[src/hw/rtl/fspf_pkg.sv]
// ----------------------------------------------------------------------------
// fspf_pkg: shared types and constants for the substring position finder
// Holds the size limits, the item and result structures and the function code.
// ----------------------------------------------------------------------------
package fspf_pkg;

    localparam int PATTERN_MAX = 16;
    localparam int TEXT_MAX    = 65535;

    localparam int CH_W  = 8;
    localparam int POS_W = 16;
    localparam int LEN_W = $clog2(PATTERN_MAX + 1);
    localparam int CNT_W = $clog2(TEXT_MAX + 1);
    // Common width for length/count arithmetic; covers both counters.
    localparam int CMP_W = POS_W + 1;

    typedef enum logic {
        FUNC_PATTERN = 1'b0,
        FUNC_TEXT    = 1'b1
    } t_func;

    typedef struct packed {
        t_func           func;
        logic [CH_W-1:0] ch;
        logic            last;
    } t_item;

    typedef struct packed {
        logic [POS_W-1:0] position;
        logic             found;
        logic             overflow;
    } t_result;

endpackage

[src/hw/rtl/fspf_matcher.sv]
// ----------------------------------------------------------------------------
// fspf_matcher: pattern store, text window and combinational window compare
// Applies one beat per enabled cycle and presents the result it would emit.
// ----------------------------------------------------------------------------
module fspf_matcher (
    input  logic             i_clk,
    input  logic             i_rst_n,
    input  logic             i_step_en,
    input  fspf_pkg::t_item  i_item,
    output logic             o_emit,
    output fspf_pkg::t_result o_result
);
    import fspf_pkg::*;

    // The pattern is kept reversed: entry 0 is the most recent pattern byte,
    // so it lines up with the text window, whose entry 0 is the newest byte.
    logic [CH_W-1:0]  r_pat_rev [PATTERN_MAX];
    logic [CH_W-1:0]  n_pat_rev [PATTERN_MAX];
    logic [CH_W-1:0]  r_win     [PATTERN_MAX];
    logic [CH_W-1:0]  n_win     [PATTERN_MAX];
    logic [LEN_W-1:0] r_pat_len, n_pat_len;
    logic             r_pat_done, n_pat_done;
    logic [CNT_W-1:0] r_count, n_count;
    logic [POS_W-1:0] r_first, n_first;
    logic             r_ovf, n_ovf;

    logic [CH_W-1:0]  w_win_shift [PATTERN_MAX];
    logic [CNT_W-1:0] w_count_inc;
    logic             w_text_ok;
    logic             w_hit;
    logic [CMP_W-1:0] w_first_calc;
    logic [POS_W-1:0] w_first_upd;
    logic             w_ovf_upd;
    logic [LEN_W-1:0] w_base_len;

    always_comb begin
        w_win_shift[0] = i_item.ch;
        for (int j = 1; j < PATTERN_MAX; j++) begin
            w_win_shift[j] = r_win[j-1];
        end
    end

    assign w_count_inc  = r_count + CNT_W'(1);
    assign w_text_ok    = (r_count < CNT_W'(TEXT_MAX));
    assign w_first_calc = CMP_W'(w_count_inc) - CMP_W'(r_pat_len) + CMP_W'(1);

    always_comb begin
        w_hit = (CMP_W'(w_count_inc) >= CMP_W'(r_pat_len));
        for (int j = 0; j < PATTERN_MAX; j++) begin
            if ((LEN_W'(j) < r_pat_len) && (w_win_shift[j] != r_pat_rev[j])) begin
                w_hit = 1'b0;
            end
        end
    end

    assign w_first_upd = (w_text_ok && (r_first == '0) && w_hit)
                         ? w_first_calc[POS_W-1:0] : r_first;
    assign w_ovf_upd   = r_ovf | ~w_text_ok;
    assign w_base_len  = r_pat_done ? '0 : r_pat_len;

    assign o_emit            = (i_item.func == FUNC_TEXT) && i_item.last;
    assign o_result.position = w_first_upd;
    assign o_result.found    = (w_first_upd != '0);
    assign o_result.overflow = w_ovf_upd;

    always_comb begin
        n_pat_rev  = r_pat_rev;
        n_win      = r_win;
        n_pat_len  = r_pat_len;
        n_pat_done = r_pat_done;
        n_count    = r_count;
        n_first    = r_first;
        n_ovf      = r_ovf;
        if (i_step_en) begin
            if (i_item.func == FUNC_TEXT) begin
                if (w_text_ok) begin
                    n_win   = w_win_shift;
                    n_count = w_count_inc;
                end
                n_first = w_first_upd;
                n_ovf   = w_ovf_upd;
                if (i_item.last) begin
                    n_count = '0;
                    n_first = '0;
                    n_ovf   = 1'b0;
                end
            end else begin
                // A pattern byte after a completed pattern starts a new one.
                if (r_pat_done) begin
                    n_count = '0;
                    n_first = '0;
                    n_ovf   = 1'b0;
                end
                if (w_base_len < LEN_W'(PATTERN_MAX)) begin
                    n_pat_rev[0] = i_item.ch;
                    for (int j = 1; j < PATTERN_MAX; j++) begin
                        n_pat_rev[j] = r_pat_rev[j-1];
                    end
                    n_pat_len = w_base_len + LEN_W'(1);
                end else begin
                    n_pat_len = w_base_len;
                    n_ovf     = 1'b1;
                end
                n_pat_done = i_item.last;
            end
        end
    end

    always_ff @(posedge i_clk) begin
        if (!i_rst_n) begin
            r_pat_len  <= '0;
            r_pat_done <= 1'b0;
            r_count    <= '0;
            r_first    <= '0;
            r_ovf      <= 1'b0;
        end else begin
            r_pat_len  <= n_pat_len;
            r_pat_done <= n_pat_done;
            r_count    <= n_count;
            r_first    <= n_first;
            r_ovf      <= n_ovf;
        end
    end

    // Byte storage needs no reset: only entries below the length are compared,
    // and the count guarantees those window entries were filled by text.
    always_ff @(posedge i_clk) begin
        r_pat_rev <= n_pat_rev;
        r_win     <= n_win;
    end

endmodule

[src/hw/rtl/first_substring_position_finder.sv]
// ----------------------------------------------------------------------------
// first_substring_position_finder: first match position of a pattern in text
// Input register, combinational window compare, and a result output register.
// ----------------------------------------------------------------------------
// Order: a held beat is applied when the matcher steps; a last text beat loads
//   its result into the output register on that edge. Throughput: one beat per
//   cycle, set by the 16-byte parallel window compare, while no result stalls.
// Reset: synchronous, active low; clears the pattern length, text count, match
//   and overflow state and both stage valids. Byte storage is not cleared.
// ----------------------------------------------------------------------------
module first_substring_position_finder (
    input  logic                           i_clk,
    input  logic                           i_rst_n,
    input  logic                           i_valid,
    output logic                           o_ready,
    input  logic [0:0]                     i_func,
    input  logic [fspf_pkg::CH_W-1:0]      i_ch,
    input  logic                           i_last,
    output logic                           o_valid,
    input  logic                           i_ready,
    output logic [fspf_pkg::POS_W-1:0]     o_position,
    output logic                           o_found,
    output logic                           o_overflow
);
    import fspf_pkg::*;

    // Input stage: holds one accepted beat until the matcher applies it.
    logic    r_in_valid;
    t_item   r_in;

    // Output stage: holds one result beat until the consumer takes it.
    logic    r_out_valid;
    t_result r_out;

    logic    w_emit;
    logic    w_adv;
    t_result w_result;

    // The held beat moves on unless it makes a result and the output register
    // is still occupied by a result that is not being taken this cycle.
    assign w_adv   = r_in_valid && (!w_emit || !r_out_valid || i_ready);
    assign o_ready = !r_in_valid || w_adv;

    fspf_matcher u_matcher (
        .i_clk     (i_clk),
        .i_rst_n   (i_rst_n),
        .i_step_en (w_adv),
        .i_item    (r_in),
        .o_emit    (w_emit),
        .o_result  (w_result)
    );

    always_ff @(posedge i_clk) begin
        if (!i_rst_n) begin
            r_in_valid  <= 1'b0;
            r_out_valid <= 1'b0;
        end else begin
            if (o_ready) begin
                r_in_valid <= i_valid;
            end
            if (w_adv && w_emit) begin
                r_out_valid <= 1'b1;
            end else if (i_ready) begin
                r_out_valid <= 1'b0;
            end
        end
    end

    always_ff @(posedge i_clk) begin
        if (o_ready && i_valid) begin
            r_in.func <= t_func'(i_func);
            r_in.ch   <= i_ch;
            r_in.last <= i_last;
        end
        if (w_adv && w_emit) begin
            r_out <= w_result;
        end
    end

    assign o_valid    = r_out_valid;
    assign o_position = r_out.position;
    assign o_found    = r_out.found;
    assign o_overflow = r_out.overflow;

    // A held input beat that cannot move on must never be overwritten.
    a_no_input_overrun: assert property (@(posedge i_clk) disable iff (!i_rst_n)
        !(r_in_valid && !w_adv && o_ready))
        else $error("input beat overwritten while stalled");

    // A stalled input beat is still there on the next cycle.
    a_stall_holds: assert property (@(posedge i_clk) disable iff (!i_rst_n)
        (r_in_valid && !w_adv) |=> r_in_valid)
        else $error("stalled input beat lost");

    // Found flag agrees with a nonzero position on every result beat.
    a_found_consistent: assert property (@(posedge i_clk) disable iff (!i_rst_n)
        o_valid |-> (o_found == (o_position != '0)))
        else $error("found flag disagrees with position");

    // A new result is loaded only when the previous one is gone or leaving.
    a_no_result_overrun: assert property (@(posedge i_clk) disable iff (!i_rst_n)
        (w_adv && w_emit) |-> (!r_out_valid || i_ready))
        else $error("result beat overwritten");

endmodule

[config.mk]
export PLATFORM = sky130hd
export DESIGN_NAME = first_substring_position_finder
export DESIGN_NICKNAME = d
export VERILOG_FILES = /design/src/hw/rtl/fspf_pkg.sv /design/src/hw/rtl/fspf_matcher.sv /design/src/hw/rtl/first_substring_position_finder.sv
export SDC_FILE = /design/constraint.sdc
export NUM_CORES = 1
export LEC_CHECK = 0
export ABC_AREA = 0
export BUFFER_PORTS_ARGS = -buffer_cell sky130_fd_sc_hd__buf_2
export CAP_MARGIN = 10
export CORE_ASPECT_RATIO = 1.5
export CORE_MARGIN = 2
export CORE_UTILIZATION = 29
export DETAILED_ROUTE_END_ITERATION = 7
export PLACE_DENSITY = 0.51
export SLEW_MARGIN = 20
export SYNTH_ARGS = -nofsm -noshare
export SYNTH_HDL_FRONTEND = slang
export SYNTH_SLANG_ARGS = --single-unit
[constraint.sdc]
create_clock -name i_clk -period 26.3 [get_ports i_clk]
set_input_delay 3.945 -clock i_clk [delete_from_list [all_inputs] [get_ports i_clk]]
set_output_delay 3.945 -clock i_clk [all_outputs]
set_load 0.05 [all_outputs]
# Word level (Yosys, flattened, before mapping)
# Cells that the tools add are included.
# classes
bitwise_logic	3
eq_ne	18
muxes	31
reduce_logical	38
addsub	4
magnitude_cmp	19
# ops
operator	count
!= test 8 bit	16
two-way mux 16 bit	7
< comparator 4 x 5 -> 1 bit (first input constant)	8
adder 16 x 1 -> 16 bit (second input constant)	2
logical AND 1 bit	22
two-way mux 1 bit	22
< comparator 3 x 5 -> 1 bit (first input constant)	4
greater-or-equal comparator 16 x 5 -> 1 bit	1
zero test 16 bit	1
< comparator 16 bit (second input constant)	1
nonzero test 16 bit	1
subtractor 16 x 5 -> 16 bit	1
< comparator 1 x 5 -> 1 bit (first input constant)	2
< comparator 2 x 5 -> 1 bit (first input constant)	2
two-way mux 5 bit	2
AND reduction 3 bit	3
!= test 3 x 2 -> 1 bit (second input constant)	2
AND reduction 2 bit	3
adder 5 x 1 -> 5 bit (second input constant)	1
< comparator 5 bit (second input constant)	1
nonzero test 2 bit	2
zero test 1 bit	3
logical OR 1 bit	3
NOT 1 bit	2
bitwise OR 1 bit	1
# word_totals
in_bits	14
out_inout_bits	20
reg_bits	317

# Longest topological paths before layout
# Gate-level depths: netlist of the first run.
# depth
ltp_word	22
depth_mapped	19

# Cells and area by module
# Synthesis of the first run repeated with hierarchy kept, for this count alone.
# hier_totals
cells_unflattened	865
area_unflattened_um2	12958.7
# modules_own_cells
module	instances	cells_per_inst	area_per_inst_um2
fspf_matcher	1	825	12000.3
first_substring_position_finder	1	40	958.4

# Least setup slack after synthesis of the first run
# No wires, ideal clock.
# synth_timing
path_kind	input port to flip-flop
from	in i_ready
to	reg u_matcher.r_win[100] in the netlist's numbering, enable pin
slack_ns	12.568
setup_time_ns	0.771
arrival_time_ns	12.961
stages	3
cell_sequence	nand2b_1 -> o21ai_0 -> nor3b_1
# synth_via
elab_chain_cells	3
# synth_lines
item	line	rtl
start, declared	first_substring_position_finder.sv:20	input logic i_ready,
logical OR 1 bit	first_substring_position_finder.sv:41	assign w_adv = r_in_valid && (!w_emit || !r_out_valid || i_ready);
logical AND 1 bit	first_substring_position_finder.sv:41	
AND reduction 3 bit (no line)	-	
end signal, assigned	fspf_matcher.sv:129	r_win <= n_win;
end, declared	fspf_matcher.sv:19	logic [CH_W-1:0] r_win [PATTERN_MAX];
# Every way passes these cells.
# A chain may end at the register's enable or synchronous reset.

# Worst setup path in the final report of the first run
# layout_timing
from	in i_ready
to	out o_ready
# layout_via
elab_chain_cells	3
# layout_lines
item	line	rtl
logical OR 1 bit	first_substring_position_finder.sv:41	
logical AND 1 bit	first_substring_position_finder.sv:41	
logical OR 1 bit	first_substring_position_finder.sv:42	assign o_ready = !r_in_valid || w_adv;
end, declared	first_substring_position_finder.sv:15	output logic o_ready,
# Every way passes these cells.

==> summary.log, run 1 <==
qor: die.die_h 264 um
qor: route.post_detailed_route_drc_marker_count 0
qor: yosys.synth_seq_cells 317
qor: clock_network.postCtsSetupBuffers 0
qor: yosys.synth_enable_flop_cells 276
qor: layout.area.growth.synth_to_final 14.6%
qor: die.core_area 0.0446 mm^2
qor: timing.tightest_slew 1010 ps
qor: layout.antennaDiodeCount 0
qor: worst_setup_path.timing.critical_path.fanout_max 4
qor: yosys.synth_seq_area_share 0.698
qor: timing.finalWorstSetupSlack 17640 ps
qor: job.cap_violations 0
qor: yosys.synthDominantAreaCellType sky130_fd_sc_hd__edfxtp_1
qor: yosys.synth-async-reset-ratio 0
qor: yosys.main_synth_ff_type sky130_fd_sc_hd__edfxtp_1
qor: grt.grt_overall_usage 0.107
qor: timing.finalMaxSlewViolations 0
qor: grt.grt_start_max_net_pins 74
qor: yosys.syn_nets 936
qor: yosys.synth_cell_type_count 58
qor: layout.postLayoutCellArea 0.0149 mm^2
qor: route.route.final.wire_length 25000 um
qor: die.top_level_ports 34
qor: worst_setup_path.worstSetupPathType input port to output pin
qor: yosys.synth_top_cells_by_count 276 x sky130_fd_sc_hd__edfxtp_1, 101 x sky130_fd_sc_hd__xnor2_1, 52 x sky130_fd_sc_hd__xor2_1, 41 x sky130_fd_sc_hd__dfxtp_1, 41 x sky130_fd_sc_hd__nand2_1
qor: placement.io_buffers 33
qor: clock_network.clk_transition_reported_paths 60 ps
qor: route.drt_iter0_drc 490
qor: placement.placement.cell_area 0.0140 mm^2
qor: timing.rsz0062_at_grt false
qor: clock_network.cts_resized 0
qor: layout.num-nets-final 995
qor: timing.finalSetupTns 0 ps
qor: yosys.postSynthCellCount 889
qor: placement.post-dp-hpwl 16900 um
qor: worst_setup_path.critical_path.startpoint_type input port
qor: grt.grt_pass1_wl 38700 um
qor: clock_network.clk_path_buf_depth 3
qor: clock_network.cts-htree-levels 1
qor: status.outcome complete, no violations
qor: power.static-leakage-power 5.06 nW
qor: die.starting_density_of_the_core 0.293
qor: route.drtPass1Iterations 5
qor: timing.finalHoldWorstSlack 464 ps
qor: yosys.synthTopCellsByArea sky130_fd_sc_hd__edfxtp_1 64%, sky130_fd_sc_hd__xnor2_1 6.8%, sky130_fd_sc_hd__dfxtp_1 6.3%
qor: yosys.syn_area 0.0130 mm^2
qor: worst_setup_path.timing.reg2reg.setup_slack 21630 ps
qor: clock_network.tritoncts.num_buffers 31
qor: clock_network.clock_tree.root_cell sky130_fd_sc_hd__clkbuf_16
qor: grt.first_global_vias 7255
qor: route.vias_per_cell 4.46
qor: placement.worst_slack_placed 17650 ps
qor: die.die_w 177 um
qor: die.floorplan.rows 95
qor: layout.n_fill_cell 4323
qor: die.dieArea 0.0467 mm^2
qor: power.power 1.03 mW
qor: worst_setup_path.worst_ep_arrival_time 4710 ps
qor: grt.overflow 0
qor: clock_network.tritoncts_clock_tree yes
qor: power.worst_ir_drop_vdd 50.3 uV
qor: layout.drive_above_1_share 0.102
qor: worst_setup_path.timing.critical_path.to_type output pin
qor: timing.final.period_utilization 0.329
qor: clock_network.cts_num_sinks 317
qor: layout.fin_cells 1555
qor: power.power_per_cell_area 69.1 mW/mm^2
qor: route.routed_wire_length_per_instance 16.0 um
qor: timing.timing.final.setup_violations 0
qor: layout.final_core_util 0.335
qor: timing.clock.fmax 116 MHz
qor: clock_network.cts_hold_buf 0
qor: timing.hold_violations 0
qor: timing.relSlewSlack 0.329
qor: grt.antenna_found_initial 0
qor: clock_network.clock_insertion_delay_worst_skew 580 ps
qor: yosys.syn_avg_cell_area 14.7 um^2
qor: route.antenna_violating_nets_post_route 0
qor: yosys.yosys.cell_count.top_type sky130_fd_sc_hd__edfxtp_1
qor: timing.fin_crit 8660 ps
qor: min_path.worstHoldPathType flip-flop to flip-flop
qor: yosys.synth_warnings 0
qor: timing.finClkSkew 7.13 ps
qor: route.vias 6937
qor: yosys.yosys_top_cell_area_share 0.635
qor: worst_setup_path.critPathRequiredTime 22350 ps
qor: placement.gp_congestion 0.783
qor: placement.post-place-cells 1497
[cells by family after synthesis]
group	count (synthesis)	synth area share
xor gates and xnor gates	153	0.103
adders and majority gates	34	0.0336
buffers and inverters	48	0.0144
DFF	317	0.698
muxes	1	0.000767
and+or+nand+nor	217	0.0880
AOI/OAI and AO/OA	119	0.0625
[metal layers]
| metal | vias to the layer above | global-route usage | wire [um] |
|---|---|---|---|
| li1 | 3396 | - | - |
| met1 | 3396 | 0.122 | 10100 |
| met2 | 102 | 0.196 | 13100 |
| met3 | 43 | 0.0174 | 976 |
| met4 | 0 | 0.0404 | 743 |
| met5 | - | 0 | 0 |
[layout make-up]
class	count	area, um^2	area share
Clock inverter	17	176	0.0118
Inverter	34	128	0.00854
Clock buffer	41	813	0.0544
Multi-Input combinational cell	524	3780	0.253
Tap cell	582	728	0.0487
Timing Repair Buffer	40	218	0.0146
Sequential cell	317	9110	0.609
[power breakdown]
group	internal [mW]	total, mW	switching [mW]
Sequential	0.558	0.565	0.00751
Clock	0.248	0.434	0.186
Combinational	0.0117	0.0333	0.0216
[worst max-delay path, cell delays in order]
cell and delay, ps:
sky130_fd_sc_hd__buf_2 90, sky130_fd_sc_hd__nand2b_1 180, sky130_fd_sc_hd__nor2_1 220, sky130_fd_sc_hd__inv_1 70, sky130_fd_sc_hd__buf_2 210
[worst paths after layout]
check | cells after the start | to | from
hold / removal | 0 | u_matcher.r_win[10] | u_matcher.r_win[18]
hold reg to reg | 0 | u_matcher.r_win[10] | u_matcher.r_win[18]
setup / recovery | 5 | o_ready | i_ready
setup reg to reg | 17 | o_found | u_matcher.r_count[0]
[cells in the final DEF, fill, tap and decap left out, drive strengths merged, types with 6 or more instances in the layout]
master,instances
buf,40
nor4,14
ha,31
a21o,12
nand4,31
nand2b,10
nand2,41
nand3,15
xor2,52
nor2b,20
a21boi,8
edfxtp,276
o31ai,6
nor2,38
dfxtp,41
inv,36
o21ai,33
clkbuf,41
and2,11
nor3,17
a21oi,21
xnor2,101
clkinv,11
a22oi,11
[registers in the layout, summed over array words and instances, names as in the netlist]
signal                count
u_matcher.r_pat_rev     128
o_position               16
u_matcher.r_pat_len       5
u_matcher.r_win         120
r_in_valid                1
u_matcher.r_ovf           1
o_overflow                1
o_valid                   1
o_found                   1
u_matcher.r_first        16
u_matcher.r_pat_done      1
r_in                     10
u_matcher.r_count        16
Power figures use the tool's default switching activity.
==> run 2, diff against run 1 <==
ABC_AREA = 1   (was 0)
clock period = 9.05 ns   (was 26.3 ns; I/O delays follow)
==> run 2 against run 1 <==
Against the previous run: worst hold slack worse by 25 ps; routed wire length is 1.5% lower; sequential share of layout area down 3.2 points; largest power group unchanged; critical path depth up 19; combinational power grew to 4.0 times the previous value; clock power increased to 2.9 times the previous value; design area increased by 5.5%; total power rose to 3.0 times the previous value; setup slack worse by 12000 ps; synthesized cell count up 36%.
==> summary.log, run 2 <==
qor: status.outcome complete, no violations
qor: yosys.synth-async-reset-ratio 0 [unchanged]
qor: timing.clock.fmax 284 MHz
qor: yosys.synth_seq_cells 317 [unchanged]
qor: layout.num-nets-final 1311 [+32%]
qor: worst_setup_path.critPathRequiredTime 9360 ps [-12990 ps]
qor: layout.max_flop_register u_matcher.r_pat_rev
qor: layout.layout_commonest_cell sky130_fd_sc_hd__nand2_1
qor: timing.tightest_slew 808 ps [-199 ps]
qor: layout.area.growth.synth_to_final 13.8%
qor: timing.fin_crit 3520 ps
qor: min_path.worstHoldPathType flip-flop to flip-flop
qor: placement.io_buffers 33 [unchanged]
qor: die.die_w 182 um [+3.0%]
qor: yosys.yosys.cell_count.top_type sky130_fd_sc_hd__nand2_1
qor: route.route.final.wire_length 24600 um [-1.5%]
qor: timing.finClkSkew 41.9 ps [+34.8 ps]
qor: clock_network.clock_tree.root_cell sky130_fd_sc_hd__clkbuf_16
qor: worst_setup_path.timing.critical_path.to_type flip-flop
qor: clock_network.clk_transition_reported_paths 70 ps [about the same]
qor: clock_network.tritoncts_clock_tree yes
qor: grt.grt_pass1_wl 40300 um [+4.0%]
qor: die.starting_density_of_the_core 0.292 [-0.000781]
qor: worst_setup_path.r2r-end o_found
qor: power.power.switching 0.661 mW [+210%]
qor: route.antenna_violating_nets_post_route 0 [unchanged]
qor: placement.placement.cell_area 0.0147 mm^2 [+5.6%]
qor: yosys.syn_avg_cell_area 11.5 um^2 [-22%]
qor: grt.first_global_vias 8289 [+14%]
qor: layout.largest_reg_flops 128 [unchanged]
qor: yosys.synth_enable_flop_cells 276 [unchanged]
qor: clock_network.cts_hold_buf 0 [unchanged]
qor: worst_setup_path.worstSetupPathType flip-flop to flip-flop
qor: clock_network.postCtsSetupBuffers 0 [unchanged]
qor: yosys.syn_area 0.0139 mm^2 [+6.2%]
qor: route.vias 8062 [+16%]
qor: yosys.yosys_top_cell_area_share 0.598 [-0.0369]
qor: die.core_area 0.0475 mm^2 [+6.5%]
qor: timing.finalMaxSlewViolations 0 [unchanged]
qor: timing.finalWorstSetupSlack 5530 ps [-12110 ps]
qor: worst_setup_path.critical_path.reg2reg.startpoint u_matcher.r_count[0]
qor: route.post_detailed_route_drc_marker_count 0 [unchanged]
qor: yosys.synthDominantAreaCellType sky130_fd_sc_hd__edfxtp_1
qor: layout.antennaDiodeCount 0 [unchanged]
qor: clock_network.clock_insertion_delay_worst_skew 600 ps [+20 ps]
qor: yosys.synth_cell_type_count 46 [-21%]
qor: worst_setup_path.rr_worst_depth 24 [+7]
qor: die.top_level_ports 34 [unchanged]
qor: power.clockPowerShare 0.417 [-0.003]
qor: timing.finalSetupTns 0 ps [unchanged]
qor: clock_network.cts-htree-levels 1 [unchanged]
qor: grt.antenna_found_initial 0 [unchanged]
qor: timing.final.period_utilization 0.389
qor: route.drt_iter0_drc 505 [+3.1%]
qor: die.die_h 272 um [+3.0%]
qor: yosys.postSynthCellCount 1205 [+36%]
qor: worst_setup_path.crit_path_start u_matcher.r_count[0]
qor: grt.grt_start_max_net_pins 83 [+12%]
qor: yosys.synth_warnings 0 [unchanged]
qor: worst_setup_path.worstSetupEndpoint o_found
qor: worst_setup_path.timing.critical_path.fanout_max 4 [unchanged]
qor: die.dieArea 0.0496 mm^2 [+6.1%]
qor: power.static-leakage-power 5.98 nW [+18%]
qor: power.power.switching_fraction 0.217 [+0.00792]
qor: grt.overflow 0 [unchanged]
qor: timing.relSlewSlack 0.461 [+0.133]
qor: timing.rsz0062_at_grt false
qor: placement.worst_slack_placed 4920 ps [-12730 ps]
qor: yosys.synthTopCellsByArea sky130_fd_sc_hd__edfxtp_1 60%, sky130_fd_sc_hd__nand2_1 7.7%, sky130_fd_sc_hd__dfxtp_1 5.9%
qor: route.routed_wire_length_per_instance 13.0 um [-19%]
qor: yosys.syn_nets 1252 [+34%]
qor: route.drtPass1Iterations 6 [+1]
qor: yosys.synth_seq_area_share 0.657 [-0.0406]
qor: placement.post-dp-hpwl 16900 um [-0.35%]
qor: worst_setup_path.timing.reg2reg.setup_slack 5530 ps [-16100 ps]
qor: job.cap_violations 0 [unchanged]
qor: grt.grt_overall_usage 0.100 [-0.00614]
qor: timing.hold_violations 0 [unchanged]
qor: layout.biggestRegsByFlops u_matcher.r_pat_rev: 128 flops, u_matcher.r_win: 120 flops
qor: worst_setup_path.critical_path.startpoint_type flip-flop
qor: layout.drive_above_1_share 0.116 [+0.0147]
qor: layout.postLayoutCellArea 0.0158 mm^2 [+5.5%]
qor: clock_network.tritoncts.num_buffers 30 [-3.2%]
qor: timing.timing.final.setup_violations 0 [unchanged]
qor: placement.gp_congestion 0.739 [-5.7%]
qor: clock_network.clk_path_buf_depth 3 [unchanged]
qor: yosys.main_synth_ff_type sky130_fd_sc_hd__edfxtp_1
qor: power.power.share.sequential 0.539 [-0.008]
qor: clock_network.cts_resized 0 [unchanged]
qor: clock_network.cts_num_sinks 317 [unchanged]
qor: yosys.synth_top_cells_by_count 283 x sky130_fd_sc_hd__nand2_1, 276 x sky130_fd_sc_hd__edfxtp_1, 152 x sky130_fd_sc_hd__inv_1, 88 x sky130_fd_sc_hd__nor2_1, 69 x sky130_fd_sc_hd__xnor2_1
qor: power.worst_ir_drop_vdd 183 uV [+260%]
qor: die.floorplan.rows 98 [+3.2%]
qor: power.cell_internal_pwr 2.39 mW [+190%]
qor: worst_setup_path.worst_ep_arrival_time 3840 ps [-870 ps]
qor: power.power_per_cell_area 193 mW/mm^2 [+180%]
qor: layout.commonest_cells_after_routing_fill_and_taps_aside 283 x sky130_fd_sc_hd__nand2_1, 276 x sky130_fd_sc_hd__edfxtp_1, 151 x sky130_fd_sc_hd__inv_1
qor: route.vias_per_cell 4.27 [-4.3%]
qor: power.comb_power_share 0.043 [+0.011]
## run 2: how the worst min path moves through the flow
stage	start	end	slack, ps	cells past startpoint
global placement	u_matcher.r_win[28]	u_matcher.r_win[20]	430	0
global route	u_matcher.r_pat_rev[121]	u_matcher.r_pat_rev[113]	460	0
CTS	u_matcher.r_pat_rev[81]	u_matcher.r_pat_rev[73]	420	0
detailed placement	u_matcher.r_win[27]	u_matcher.r_win[19]	430	0
floorplan	u_matcher.r_pat_rev[115]	u_matcher.r_pat_rev[107]	430	0
finish	u_matcher.r_pat_rev[81]	u_matcher.r_pat_rev[73]	440	0
## run 2: kinds of logic (layout without fill, tap and decap cells)
kind of cell,count (synthesis),count (layout),synth area share
buf+inv,172,255,0.0491
simple gates,493,493,0.162
compound gates,87,87,0.0349
flops,317,317,0.657
xor+xnor,103,103,0.0651
fa+ha+maj,33,33,0.0309
## run 2: final cells by class
type                    instances  area, um^2
inverters                     161         607
clock buffers                  32         758
repair buffers                 38         219
well taps                     600         751
clock inverters                24         250
flip-flops and latches        317        9110
fillers                      4634       31700
multi-input cells             716        4080
## run 2: layer usage
metal	vias to the layer above	global-route usage	wire [um]
met1	3820	0.111	9870
met4	0	0.0359	634
met2	89	0.194	13400
met5	-	0	0
li1	4118	-	-
met3	35	0.0131	678
## run 2: power groups by stage
| stage | sequential [mW] | combinational (mW) | clock [mW] |
|---|---|---|---|
| floorplan | 1.68 | 0.0976 | 0 |
| global placement | 1.68 | 0.133 | 0 |
| detailed placement | 1.68 | 0.135 | 0 |
| CTS | 1.65 | 0.136 | 1.32 |
| global route | 1.65 | 0.149 | 1.37 |
| finish | 1.65 | 0.132 | 1.27 |
## run 2: worst max-delay path: stages (launching register included)
cell,delay (ps)
sky130_fd_sc_hd__dfxtp_1,370
sky130_fd_sc_hd__inv_2,80
sky130_fd_sc_hd__nor3_2,240
sky130_fd_sc_hd__inv_2,60
sky130_fd_sc_hd__nor2_2,140
sky130_fd_sc_hd__nand2_2,90
sky130_fd_sc_hd__nor2_2,110
sky130_fd_sc_hd__nand3_1,100
sky130_fd_sc_hd__nor2_1,210
sky130_fd_sc_hd__nand3_1,120
sky130_fd_sc_hd__xor2_1,300
sky130_fd_sc_hd__inv_1,100
sky130_fd_sc_hd__ha_1,360
sky130_fd_sc_hd__a21oi_1,160
sky130_fd_sc_hd__nand2_1,60
sky130_fd_sc_hd__a21oi_1,150
sky130_fd_sc_hd__nand2_1,70
sky130_fd_sc_hd__nand2_1,50
sky130_fd_sc_hd__nand2_1,50
sky130_fd_sc_hd__nand4_2,90
sky130_fd_sc_hd__nand2_2,80
sky130_fd_sc_hd__nor2_1,80
sky130_fd_sc_hd__nand2_1,50
sky130_fd_sc_hd__nor2_1,90
sky130_fd_sc_hd__nand2_1,50
## run 2: per-stage QoR
| step | hold slack (ps) | util | total power [mW] | std cells |
|---|---|---|---|---|
| 4_1_cts | 423 | 0.332 | 3.10 | 1887 |
| 5_1_grt | 460 | 0.332 | 3.17 | 1888 |
| 3_5_place_dp | 432 | 0.311 | 1.81 | 1831 |
| 2_1_floorplan | 426 | - | 1.78 | 1205 |
| 3_3_place_gp | 428 | 0.311 | 1.81 | 1831 |
| 6_report | 439 | 0.332 | 3.05 | 1888 |
==> run 3, diff against run 2 <==
clock period = 3.6 ns   (was 9.05 ns; I/O delays follow)
==> run 3 against run 2 <==
Against the previous run: first-iteration DRC count shrank 20%; via count grew 0.74%; critical path type unchanged; non-clock buffer count grew 8; critical path depth shrank 1; sequential share of layout area shrank 1.0 points; highest routed layer unchanged; routed wire length grew 0.76%; design area grew 1.8%; largest power group unchanged; total power grew to 2.6 times the previous value; maximum frequency grew 6.4%; sequential power grew to 2.5 times the previous value; setup slack lost 5200 ps.
==> summary.log, run 3 (same netlist as run 2, synthesis figures left out) <==
qor: status.outcome complete, no violations
qor: placement.gp_congestion 0.782 [+5.8%]
qor: layout.final_core_util 0.338 [+0.00604]
qor: worst_setup_path.critPathRequiredTime 3890 ps [-5470 ps]
qor: timing.rsz0062_at_grt false
qor: min_path.hold_crit_depth 1 [+1]
qor: layout.commonest_cells_after_routing_fill_and_taps_aside 282 x sky130_fd_sc_hd__nand2_1, 276 x sky130_fd_sc_hd__edfxtp_1, 150 x sky130_fd_sc_hd__inv_1
qor: clock_network.cts_hold_buf 0 [unchanged]
qor: worst_setup_path.critical_path.startpoint_type flip-flop
qor: layout.drive_above_1_share 0.140 [+0.0233]
qor: clock_network.clock_tree.root_cell sky130_fd_sc_hd__clkbuf_16
qor: power.cell_internal_pwr 6.12 mW [+160%]
qor: route.vias 8122 [+0.74%]
qor: die.floorplan.rows 98 [unchanged]
qor: grt.antenna_found_initial 0 [unchanged]
qor: timing.relSlewSlack 0.455 [-0.00662]
qor: route.drtPass1Iterations 4 [-2]
qor: die.core_area 0.0475 mm^2 [unchanged]
qor: power.power.switching 1.76 mW [+170%]
qor: layout.n_fill_cell 4673 [+0.84%]
qor: grt.groute.layer.met3.usage 0.0180 [+0.00483]
qor: power.power_per_cell_area 491 mW/mm^2 [+150%]
qor: grt.overflow 0 [unchanged]
qor: power.comb_power_share 0.043 [about the same]
qor: timing.fin_crit 3310 ps [-211 ps]
qor: timing.finalMaxSlewViolations 0 [unchanged]
qor: clock_network.tritoncts_clock_tree yes
qor: route.vias_per_cell 4.27 [about the same]
qor: route.drt_iter0_drc 402 [-20%]
qor: grt.first_global_vias 8391 [+1.2%]
qor: worst_setup_path.timing.critical_path.fanout_max 4 [unchanged]
qor: clock_network.tritoncts.num_buffers 34 [+13%]
qor: timing.finClkSkew 18.1 ps [-23.8 ps]
qor: timing.final.period_utilization 0.920 [+0.531]
qor: grt.grt-busiest-layer met2
qor: layout.num-nets-final 1323 [+0.92%]
qor: layout.postLayoutCellArea 0.0161 mm^2 [+1.8%]
qor: worst_setup_path.timing.reg2reg.setup_slack 290 ps [-5240 ps]
qor: worst_setup_path.worstPathCellList inv_2 -> nor3_4 -> inv_2 -> nor2_2 -> nand2_2 -> nor2_2 -> nand3_2 -> nor2_4 -> nand3_2 -> xor2_4 -> ha_4 -> inv_1 -> a21oi_1 -> o31ai_1 -> nor2_1 -> nand2_1 -> xor2_1 -> nand4_4 -> nand2_4 -> nor2_1 -> nand2_1 -> nor2_1 -> nand2_1
qor: worst_setup_path.worstSetupPathType flip-flop to flip-flop
qor: grt.grt_start_max_net_pins 121 [+46%]
qor: min_path.hold_end r_in[7]
qor: clock_network.clk_transition_reported_paths 70 ps [about the same]
qor: layout.largest_reg_flops 128 [unchanged]
qor: worst_setup_path.r2r-end o_found
qor: timing.timing.final.setup_violations 0 [unchanged]
qor: power.clockPowerShare 0.432 [+0.015]
qor: worst_setup_path.worst_ep_arrival_time 3600 ps [-240 ps]
qor: timing.hold_violations 0 [unchanged]
qor: timing.clock.fmax 302 MHz [+6.4%]
qor: clock_network.clock_insertion_delay_worst_skew 540 ps [-60 ps]
qor: power.static-leakage-power 6.07 nW [+1.6%]
qor: route.antenna_violating_nets_post_route 0 [unchanged]
qor: job.cap_violations 0 [unchanged]
qor: die.die_w 182 um [unchanged]
qor: power.worst_ir_drop_vdd 375 uV [+100%]
qor: die.die_h 272 um [unchanged]
qor: worst_setup_path.critical_path.reg2reg.startpoint u_matcher.r_count[0]
qor: grt.grt_overall_usage 0.101 [+0.000374]
qor: clock_network.clk_path_buf_depth 3 [unchanged]
qor: worst_setup_path.timing.critical_path.to_type flip-flop
qor: placement.io_buffers 33 [unchanged]
qor: min_path.hold_path_startpoint i_ch[6]
qor: timing.tightest_slew 817 ps [+9.04 ps]
qor: placement.post-dp-hpwl 16500 um [-2.0%]
qor: layout.max_flop_register u_matcher.r_pat_rev
qor: worst_setup_path.critical_path.slowest_cell sky130_fd_sc_hd__dfxtp_2
qor: route.route.final.wire_length 24800 um [+0.76%]
qor: worst_setup_path.crit_path_max_incr_delay 370 ps [about the same]
qor: route.routed_wire_length_per_instance 13.0 um [about the same]
qor: route.post_detailed_route_drc_marker_count 0 [unchanged]
qor: layout.biggestRegsByFlops u_matcher.r_pat_rev: 128 flops, u_matcher.r_win: 120 flops
qor: min_path.worstHoldPathType input port to flip-flop
qor: layout.antennaDiodeCount 0 [unchanged]
qor: die.dieArea 0.0496 mm^2 [unchanged]
qor: die.top_level_ports 34 [unchanged]
qor: placement.placement.cell_area 0.0148 mm^2 [+0.72%]
qor: power.power.switching_fraction 0.224 [+0.00710]
qor: grt.grt_pass1_wl 40400 um [+0.24%]
qor: clock_network.cts-htree-levels 2 [+1]
qor: die.starting_density_of_the_core 0.292 [unchanged]
qor: layout.area.growth.synth_to_final 15.9%
qor: layout.layout_commonest_cell sky130_fd_sc_hd__nand2_1
qor: clock_network.cts_num_sinks 317 [unchanged]
qor: grt.global_route_met1_utilization 0.113 [+0.00225]
qor: power.power.share.sequential 0.525 [-0.014]
qor: grt.groute.layer.met2.usage 0.191 [-0.00340]
qor: worst_setup_path.rr_worst_depth 23 [-4.2%]
-- run 3: layout make-up --
| cell class | count | area, um^2 | share of cell area |
|---|---|---|---|
| clock buffer | 40 | 873 | 0.0544 |
| inverter | 161 | 608 | 0.0379 |
| clock inverter | 22 | 216 | 0.0135 |
| sequential | 317 | 9110 | 0.567 |
| multi-input combinational | 716 | 4210 | 0.262 |
| tap | 600 | 751 | 0.0467 |
| timing repair buffer | 46 | 288 | 0.0179 |
-- run 3: how the worst max path moves through the flow --
stage,slack (ps),cells past startpoint,startpoint,end
2_1_floorplan,-620,8,u_matcher.r_count[0],u_matcher.r_win[100]
3_3_place_gp,90,24,u_matcher.r_count[0],o_found
3_5_place_dp,1,24,u_matcher.r_count[0],o_found
4_1_cts,40,20,u_matcher.r_count[0],o_found
5_1_grt,2,23,u_matcher.r_count[0],o_found
6_report,290,23,u_matcher.r_count[0],o_found
-- run 3: per-stage QoR --
stage | hold slack, ps | total power, mW | TNS, ps | std cells | worst slack [ps]
CTS | 147 | 8.00 | 0 | 1901 | 35.4
global placement | 427 | 4.55 | 0 | 1839 | 92.5
detailed placement | 435 | 4.56 | 0 | 1839 | 1.43
floorplan | 426 | 4.47 | -74160 | 1205 | -618
global route | 147 | 8.17 | 0 | 1902 | 1.58
finish | 174 | 7.88 | 0 | 1902 | 289
-- run 3: critical path: cells and delay by family, from the launching register on --
kind	cells	cell delay, ps
buf+inv	3	210
fa+ha+maj	1	300
xor+xnor	2	360
simple gates	15	1550
flops	1	370
compound gates	2	270
-- run 3: power groups by stage --
stage	Sequential [mW]	Clock [mW]	Combinational, mW
after floorplan	4.22	0	0.246
after global placement	4.21	0	0.343
after detailed placement	4.22	0	0.346
after CTS	4.14	3.51	0.348
after global routing	4.15	3.64	0.382
final	4.14	3.40	0.339
-- run 3: repair_timing --
action,in CTS,in global routing
cloned,0,0
setup endpoints to repair,1,3
pin swaps,0,3
hold endpoints to repair,0,0
gates resized for setup,1,19
setup buffers,0,1
-- run 3: routing by layer --
layer / part of all wire / vias to the layer above
met5: 0 / -
met1: 0.42 / 3857
met3: 0.030 / 41
li1: - / 4140
met4: 0.024 / 0
met2: 0.53 / 84
